<file path="config.mk">
export PLATFORM = sky130hd
export DESIGN_NAME = ordered_dither_bitplane_packer
export DESIGN_NICKNAME = d
export VERILOG_FILES = /design/src/sv/odbp_pkg.sv /design/src/sv/ordered_dither_bitplane_packer.sv /design/src/sv/odbp_pixel_bits.sv
export SDC_FILE = /design/constraint.sdc
export NUM_CORES = 1
export LEC_CHECK = 0
export BUFFER_PORTS_ARGS = -buffer_cell sky130_fd_sc_hd__buf_2
export CORE_MARGIN = 2
export CORE_UTILIZATION = 39
export CTS_CLUSTER_DIAMETER = 120
export DETAILED_ROUTE_END_ITERATION = 16
export GPL_TIMING_DRIVEN = 0
export HOLD_SLACK_MARGIN = 0.05
export PLACE_DENSITY = 0.63
export RECOVER_POWER = 50
export REMOVE_ABC_BUFFERS = 1
export SYNTH_ARGS = -nofsm -noshare
export SYNTH_HDL_FRONTEND = slang
export SYNTH_HIERARCHICAL = 1
export SYNTH_SLANG_ARGS = --single-unit
</file>
<file path="constraint.sdc">
create_clock -name clk -period 5.3 [get_ports clk]
set_clock_uncertainty 0.1 [all_clocks]
set_input_delay 0.795 -clock clk [delete_from_list [all_inputs] [get_ports clk]]
set_output_delay 0.795 -clock clk [all_outputs]
set_load 0.05 [all_outputs]
</file>
<file path="src/sv/odbp_pkg.sv">
// ----------------------------------------------------------------------------
// odbp_pkg : shared types and constants for the ordered-dither plane packer
// Colour cube split, dither pattern table and per-pixel plane bit types.
// ----------------------------------------------------------------------------
package odbp_pkg;

  localparam int unsigned IndexWidth = 7;
  localparam int unsigned PlaneWidth = 8;
  localparam int unsigned LevelWidth = 3;
  localparam int unsigned PosWidth   = 3;
  localparam int unsigned NumLevels  = 5;

  localparam logic [IndexWidth-1:0] CubeMax = 7'd124;
  localparam logic [IndexWidth-1:0] RedStep = 7'd25;
  localparam logic [IndexWidth-1:0] LvlStep = 7'd5;

  typedef logic [LevelWidth-1:0] level_t;
  typedef logic [PlaneWidth-1:0] plane_t;
  typedef logic [PosWidth-1:0]   bitpos_t;

  typedef struct packed {
    level_t red;
    level_t green;
    level_t blue;
  } levels_t;

  typedef struct packed {
    plane_t red;
    plane_t green;
    plane_t blue;
  } plane_bits_t;

  // Dither bytes, one row per y parity, indexed by level 0..4.
  localparam plane_t Pattern [2][NumLevels] = '{
    '{8'd0, 8'd34,  8'd102, 8'd221, 8'd255},
    '{8'd0, 8'd136, 8'd153, 8'd119, 8'd255}
  };

  // Quotient of a value below 5*step by a constant step, via compare chain.
  function automatic level_t div_small(logic [IndexWidth-1:0] v,
                                       logic [IndexWidth-1:0] step);
    level_t q;
    q = 3'd0;
    if (v >= IndexWidth'(step * 7'd4))      q = 3'd4;
    else if (v >= IndexWidth'(step * 7'd3)) q = 3'd3;
    else if (v >= IndexWidth'(step * 7'd2)) q = 3'd2;
    else if (v >= step)                     q = 3'd1;
    return q;
  endfunction

  // Split a cube index into red/green/blue levels; out-of-range clamps to white.
  function automatic levels_t cube_split(logic [IndexWidth-1:0] c);
    logic [IndexWidth-1:0] cc;
    logic [IndexWidth-1:0] rem;
    levels_t               lv;
    cc       = (c > CubeMax) ? CubeMax : c;
    lv.red   = div_small(cc, RedStep);
    rem      = cc - IndexWidth'({4'b0, lv.red} * RedStep);
    lv.green = div_small(rem, LvlStep);
    rem      = rem - IndexWidth'({4'b0, lv.green} * LvlStep);
    lv.blue  = rem[LevelWidth-1:0];
    return lv;
  endfunction

  // Mask of the pixel's bit within a plane byte, MSB first.
  function automatic plane_t pos_mask(bitpos_t pos);
    return plane_t'(8'h80 >> pos);
  endfunction

endpackage

</file>
<file path="src/sv/ordered_dither_bitplane_packer.sv">
// ----------------------------------------------------------------------------
// ordered_dither_bitplane_packer : ordered-dither colour cube to bitplanes
// Packs dithered pixels of a 5x5x5 colour cube into red, green and blue
// plane bytes, emitting one byte triple per eight pixels or at row end.
// ----------------------------------------------------------------------------
//
//  channel | handshake          | payload
//  --------+--------------------+--------------------------------------------
//  in      | in_valid/in_ready  | color_index, pixel_x, pixel_y, row_end
//  out     | out_valid/out_ready| red_plane, green_plane, blue_plane
//
//  One request per clock, sustained unless a flush waits on a stalled result;
//  a pixel reaches the input register, then decode/OR into the result register.
//  The accumulators are the only loop.
//  Reset clears the stage valids and the accumulators.
//  A stalled result holds only pixels that flush; other pixels keep flowing.
// ----------------------------------------------------------------------------
module ordered_dither_bitplane_packer #(
  parameter int unsigned COORD_WIDTH = 12
) (
  input  logic                            clk,
  input  logic                            rst_n,
  input  logic                            in_valid,
  output logic                            in_ready,
  input  logic [odbp_pkg::IndexWidth-1:0] in_color_index,
  input  logic [COORD_WIDTH-1:0]          in_pixel_x,
  input  logic [COORD_WIDTH-1:0]          in_pixel_y,
  input  logic                            in_row_end,
  output logic                            out_valid,
  input  logic                            out_ready,
  output odbp_pkg::plane_t                out_red_plane,
  output odbp_pkg::plane_t                out_green_plane,
  output odbp_pkg::plane_t                out_blue_plane
);
  import odbp_pkg::*;

  // Input register: only the coordinate bits that matter are kept.
  logic                  s1_valid_r;
  logic [IndexWidth-1:0] s1_color_r;
  bitpos_t               s1_pos_r;
  logic                  s1_row_r;
  logic                  s1_last_r;

  // Accumulators and result register.
  plane_t red_acc_r, green_acc_r, blue_acc_r;
  plane_t red_acc_nxt, green_acc_nxt, blue_acc_nxt;
  logic   out_valid_r;
  plane_t out_red_r, out_green_r, out_blue_r;

  plane_bits_t pix_bits;
  plane_t      red_sum, green_sum, blue_sum;
  logic        s1_flush;
  logic        s1_advance;
  logic        in_fire;

  odbp_pixel_bits u_pixel_bits (
    .color_index (s1_color_r),
    .row         (s1_row_r),
    .pos         (s1_pos_r),
    .bits        (pix_bits)
  );

  assign red_sum   = red_acc_r   | pix_bits.red;
  assign green_sum = green_acc_r | pix_bits.green;
  assign blue_sum  = blue_acc_r  | pix_bits.blue;

  // Flush on the last bit of a byte or at row end; a flush needs room out.
  assign s1_flush   = (s1_pos_r == bitpos_t'(7)) || s1_last_r;
  assign s1_advance = s1_valid_r && (!s1_flush || !out_valid_r || out_ready);
  assign in_ready   = !s1_valid_r || s1_advance;
  assign in_fire    = in_valid && in_ready;

  always_comb begin
    red_acc_nxt   = red_acc_r;
    green_acc_nxt = green_acc_r;
    blue_acc_nxt  = blue_acc_r;
    if (s1_advance) begin
      red_acc_nxt   = s1_flush ? '0 : red_sum;
      green_acc_nxt = s1_flush ? '0 : green_sum;
      blue_acc_nxt  = s1_flush ? '0 : blue_sum;
    end
  end

  always_ff @(posedge clk) begin
    if (!rst_n) begin
      s1_valid_r  <= 1'b0;
      out_valid_r <= 1'b0;
      red_acc_r   <= '0;
      green_acc_r <= '0;
      blue_acc_r  <= '0;
    end else begin
      red_acc_r   <= red_acc_nxt;
      green_acc_r <= green_acc_nxt;
      blue_acc_r  <= blue_acc_nxt;
      if (in_fire) begin
        s1_valid_r <= 1'b1;
      end else if (s1_advance) begin
        s1_valid_r <= 1'b0;
      end
      if (s1_advance && s1_flush) begin
        out_valid_r <= 1'b1;
      end else if (out_ready) begin
        out_valid_r <= 1'b0;
      end
    end
  end

  // Payload registers, no reset.
  always_ff @(posedge clk) begin
    if (in_fire) begin
      s1_color_r <= in_color_index;
      s1_pos_r   <= in_pixel_x[PosWidth-1:0];
      s1_row_r   <= in_pixel_y[0];
      s1_last_r  <= in_row_end;
    end
    if (s1_advance && s1_flush) begin
      out_red_r   <= red_sum;
      out_green_r <= green_sum;
      out_blue_r  <= blue_sum;
    end
  end

  assign out_valid       = out_valid_r;
  assign out_red_plane   = out_red_r;
  assign out_green_plane = out_green_r;
  assign out_blue_plane  = out_blue_r;

  // --------------------------------------------------------------------------
  // Assertions
  // --------------------------------------------------------------------------
  a_acc_cleared: assert property (@(posedge clk) disable iff (!rst_n)
    (s1_advance && s1_flush) |=>
      (red_acc_r == '0 && green_acc_r == '0 && blue_acc_r == '0))
    else $error("accumulators not cleared after flush");

  a_flush_held: assert property (@(posedge clk) disable iff (!rst_n)
    (s1_valid_r && s1_flush && out_valid_r && !out_ready) |=>
      (s1_valid_r && $stable(s1_pos_r) && $stable(s1_last_r)))
    else $error("stalled flush pixel lost");

  a_ready_only_when_busy: assert property (@(posedge clk) disable iff (!rst_n)
    !in_ready |-> (s1_valid_r && out_valid_r && !out_ready))
    else $error("input stalled without a blocked result");

  a_result_loaded: assert property (@(posedge clk) disable iff (!rst_n)
    (s1_advance && s1_flush) |=> out_valid_r)
    else $error("flush did not produce a result");

endmodule

</file>
<file path="src/sv/odbp_pixel_bits.sv">
// ----------------------------------------------------------------------------
// odbp_pixel_bits : dithered plane bits for one pixel
// Splits the cube index and picks the pattern bit at the pixel position.
// ----------------------------------------------------------------------------
module odbp_pixel_bits (
  input  logic [odbp_pkg::IndexWidth-1:0] color_index,
  input  logic                            row,
  input  odbp_pkg::bitpos_t               pos,
  output odbp_pkg::plane_bits_t           bits
);
  import odbp_pkg::*;

  levels_t lv;
  plane_t  mask;

  assign lv   = cube_split(color_index);
  assign mask = pos_mask(pos);

  always_comb begin
    bits.red   = Pattern[row][lv.red]   & mask;
    bits.green = Pattern[row][lv.green] & mask;
    bits.blue  = Pattern[row][lv.blue]  & mask;
  end

endmodule
</file>
Word-level counts from Yosys, hierarchy flattened
Index checks and enable logic that the tools add are counted.

word-level totals
  bits in registers = 62
  output and inout bits = 26
  word-level logic and storage cells = 81

operators by class
  multiplexer cells = 28
  bitwise operators = 10
  reduce and logical (&&, ||, !) cells = 12
  equality and inequality tests = 1
  add/sub/neg operators = 2
  shift operators = 1
  multiply operators = 2
  magnitude comparators = 13

operator list
  operator                                                               count
  40-bit two-way mux                                                     2
  8-bit binary-select mux with 3-bit select                              3
  8-bit two-way mux                                                      9
  32-bit two-way mux                                                     1
  8-bit bitwise AND                                                      3
  8-bit bitwise OR                                                       3
  3-bit two-way mux                                                      6
  7-bit by 4-bit >= comparator with 1-bit output, second input constant  2
  7-bit by 5-bit >= comparator with 1-bit output, second input constant  2
  7-bit >= comparator, second input constant                             2
  4-bit >= comparator, second input constant                             3
  3-bit NOT with 4-bit output                                            3
  8-bit by 3-bit >> shifter with 8-bit output, first input constant      1
  7-bit by 3-bit >= comparator with 1-bit output, second input constant  1
  7-bit by 6-bit >= comparator with 1-bit output, second input constant  1
  7-bit > comparator, second input constant                              1
  3-bit by 5-bit multiplier with 7-bit output, second input constant     1
  7-bit two-way mux                                                      1
  7-bit subtractor                                                       1
  1-bit two-way mux                                                      6
  1-bit logical OR                                                       4
  2-bit nonzero test                                                     2
  3-bit == test, second input constant                                   1
  1-bit logical AND                                                      3
  5 further kinds                                                        7

Depth between registers and ports, before layout
  word-level depth = 23
  gate-level depth with buffers = 24
  gate-level depth less buffers = 23

Cells and area by module
Netlist, hierarchy kept.

modules (own cells, without submodules)
  module                          sequential area each (um^2)  instances  cells an instance  area an instance (um^2)
  ordered_dither_bitplane_packer  1,601.5                      1          159                2,259.7
  odbp_pixel_bits                 0.0                          1          186                1,313.8

Worst setup path before layout
Ideal clock, no wire load.

  path kind = reg-to-reg
  start point = register s1_color_r[3]
  end point = register out_blue_r[3] (netlist: out_blue_plane[3]), data pin
  data required time = 4.938 ns
  data arrival time = 5.159 ns
  setup slack = -0.221 ns
  stages on the path, launching flop included = 18
  buffers on the path = 1
  cells stage by stage = edfxtp_1 > o311ai_0 > nand2_1 > ha_1 > xor2_1 > ha_1 > or3_1 > o32ai_1 > mux2_2 > nor2_4 > o21ai_2 > mux2_1 > fa_1 > clkbuf_1 > nor2_1 > o22ai_1 > a21oi_1 > or2_2

RTL lines
  element                   RTL line                               RTL
  start: declaration        ordered_dither_bitplane_packer.sv:39   logic [IndexWidth-1:0] s1_color_r;
  start signal: assignment  ordered_dither_bitplane_packer.sv:111  s1_color_r <= in_color_index;
  end signal: assignment    ordered_dither_bitplane_packer.sv:119  out_blue_r <= blue_sum;
  end: declaration          ordered_dither_bitplane_packer.sv:48   plane_t out_red_r, out_green_r, out_blue_r;

==> metrics.md <==
| Metric | Value |
|---|---|
| Status | completed |
| Via density | around 5.4 |
| Switching Fraction | 36.1% |
| DR WL/cell | 15.3 um |
| Internal | between 1000 and 1500 uW |
| Clock Power Share | 23.2% |
| H-tree depth | 3 |
| Netlist cell types | between 60 and 70 |
| Post-synth top cells | nor2_1, edfxtp_1, dfxtp_1, or2_2, a41oi_1 |
| FF+latch count, synth | 62 |
| GR Overflow Total | 0 |
| Worst path top cell family by delay | simple AND/OR/NAND/NOR gates |
| CTS Buf Count | 9 |
| Register share of total power | 31.2% |
| Area contributors post-synth | edfxtp_1, dfxtp_1, ha_1, a41oi_1, nor2_1 |
| Synth warn | 6 |
| Cell Chain, Critical Path | buf_6, nor4_4, o22ai_4, nand2_4, ha_4, inv_1, ha_4, o211ai_1, and3b_2, or4_4, and2_4, maj3_2, o21ai_2, o21ai_4, mux2_4, fa_2, nand2b_1, a22o_1, a21oi_2, or2_2 |
| Final hold viol count | 0 |
| Reg-to-Reg Start | s1_color_r[6] |
| Most frequent CP cell | ha_4 |
| CP required | between 5 and 6 ns |
| Mean post-synth cell area | 10.4 um2 |
| Max cap viols | 0 |
| Area growth syn-to-layout | 28.2% |
| Cells after synthesis | about 350 |
| Placeable Area | 8810 um2 |
| Net switching power | ~630 uW |
| Power Dens Cells | approximately 380 nW/um2 |
| Hold EP | green_acc_r[3] |
| I/O pin cnt | 62 |
| CP Capture Type | flop |
| DRC violations left | 0 |
| Worst slew pin tran | 1.13 ns |
| Clock buffer depth | 2 |
| Die width | between 90 and 100 um |
| Routability cong. | 0.816 |
| Buf/Inv on CP | 2 |
| ANT nets after route | 0 |
| CP Max Fanout | 8 |
| Via count | a little under 3000 |
| CP max stage delay | roughly 0.67 ns |
| Worst-path clk slew | around 0.07 ns |
| Total GRT Usage | between 15 and 20% |
| Finish-stage setup viols | 0 |
| Layout filler cell count | around 780 |
| Sequential area share after synthesis | 44.8% |
| Largest net degree at the start of global routing | 30 |
| Nets@finish | about 500 |
| First-pass GRT wire length | between 10 and 15 mm |
| Placed insts | between 400 and 500 |
| Slowest CP cell | fa_2 |
| Hold Path Stages | 2 |
| Number of enable flip-flop cells after synthesis | 36 |
| Register area | around 1600 um2 |
| Crit path DAT | 5.26 ns |
| HP Start | green_acc_r[3] |
| Worst R2R End | out_blue_plane[5] |
| Fin. max-slew vios | 0 |
| R2R cell count | 20 |
| Clk Latency, worst-skew pair | 0.34 ns |
| Worst setup path class | reg -> reg |
| R2R Setup Slk | approximately 0.033 ns |
| CP startpoint kind | flop |
| RSZ-0062 raised after global routing | true |
| Comb pwr share | a little under half |
| Asr flop ratio synth | 0% |
| Ant diodes | 0 |
| Ys flop type | edfxtp_1 |
| Starting density of the core | about two fifths |
| Total power | around 1700 uW |
| Die Ht | approximately 100 um |
| Synth top area share | a little under a third |
| Worst rel slew slack | around a quarter |
| Max Freq | about 190 MHz |
| Fin crit period | between 5 and 6 ns |
| Detailed Routing Iterations Pass 1 | 4 |
| Total Wirelength | 8.31 mm |
| # hold bufs at CTS | 0 |
| Initial antenna violation count | 0 |
| Peak supply drop | approximately 170 uV |
| Most common cell in the synthesized netlist | nor2_1 |
| Clk sinks | between 60 and 70 |
| Area leader, netlist | edfxtp_1 |
| Root Buffer | clkbuf_8 |
| Number of global-route vias before repair | 2874 |
| Post-route insts no fill | between 500 and 600 |
| Worst hold path class | reg -> reg |
| I/O Buffers | 41 |
| Dpl hpwl | approximately 5.2 mm |
| CTS tree | built |
| Row Count | 34 |
| Leakage | 0.00193 uW |
| Multi-input gate area | between 2000 and 2500 um2 |
| Share of cells above drive strength 1 | 35.2% |
| Period utilization | between 90% and 100% |
| Initial DRC Count | 130 |
| Cell Area, Synth | 3570 um2 |
| DIE AREA | about 10000 um2 |
-- worst min-delay path, delay by kind of cell, from the launching register on --
family | cells | cell delay [ns]
AOI/OAI and AO/OA | 1 | 0.05
DFF | 1 | 0.32
and+or+nand+nor | 1 | 0.06
-- cells in the final DEF (no fill, tap or decap), types with 16 or more instances in the layout --
cell type,netlist,routed
buf_4,0,42
inv_1,20,18
nand2_1,19,16
nor2_1,47,47
or2_2,25,24
edfxtp_1,36,36
buf_2,4,16
clkbuf_1,4,27
dfxtp_1,26,26
a41oi_1,24,23
-- layer usage --
layer	GRT usage [%]	vias up	wire, um
met2	30.7	63	4290
met5	0	-	0
met3	3.65	13	339
met4	5.69	0	109
li1	-	1431	-
met1	19.8	1434	3570
-- worst max path at each step --
stage                              endpoint  slack [ns]          start  cells after the start
final                     out_blue_plane[5]        0.03  s1_color_r[6]                     20
after floorplan           out_blue_plane[1]       -0.21  s1_color_r[3]                     19
after detailed placement  out_blue_plane[5]       -1.12  s1_color_r[3]                     19
after global routing      out_blue_plane[5]       -0.09  s1_color_r[6]                     20
after CTS                 out_blue_plane[5]       0.004  s1_color_r[2]                     23
after global placement    out_blue_plane[1]       -0.94  s1_color_r[3]                     19
-- through the flow --
step / setup slack (ns) / utilization (%) / instance area [um2] / setup TNS [ns] / hold WS [ns]
6_report: 0.0329 / 52.0 / 4580 / 0 / 0.365
3_5_place_dp: -1.12 / 43.7 / 3850 / -14.73 / 0.349
5_1_grt: -0.0882 / 52.0 / 4580 / -0.709 / 0.389
2_1_floorplan: -0.210 / - / 3490 / -1.08 / 0.333
3_3_place_gp: -0.941 / 43.5 / 3830 / -11.96 / 0.343
4_1_cts: 0.00361 / 49.2 / 4330 / 0 / 0.368
-- layout make-up --
type	instances	area share, %
clock buffers	10	2.79
multi-input cells	251	44.6
clock inverters	6	1.34
well taps	108	2.95
inverters	20	1.64
flip-flops and latches	62	35.0
repair buffers	88	11.7
-- logic make-up after synthesis --
family	count (synthesis)	share of synthesized area, %
and+or+nand+nor	137	20.7
xor gates and xnor gates	11	3.12
muxes	5	1.47
buffers and inverters	32	4.34
adders and majority gates	23	8.65
AOI/OAI and AO/OA	75	16.9
DFF	62	44.8
-- state kept, by name, indices dropped and copies added (netlist names) --
| name | count |
|---|---|
| s1_pos_r | 3 |
| out_blue_plane | 8 |
| out_red_plane | 8 |
| blue_acc_r | 8 |
| s1_last_r | 1 |
| green_acc_r | 8 |
| out_green_plane | 8 |
| s1_color_r | 7 |
| s1_valid_r | 1 |
| red_acc_r | 8 |
| s1_row_r | 1 |
| out_valid | 1 |
-- power groups by stage --
stage               logic, uW  registers [uW]  clock network [uW]
global route              865             543                 438
CTS                       622             540                 412
floorplan                 418             575                   0
global placement          538             554                   0
finish                    791             542                 402
detailed placement        554             554                   0
-- what timing repair did --
action / CTS / global route
setup buffers: 23 / 23
pin swaps: 10 / 20
endpoints found under the setup margin: 21 / 16
gates resized for setup: 22 / 25
Power figures use the tool's default switching activity.
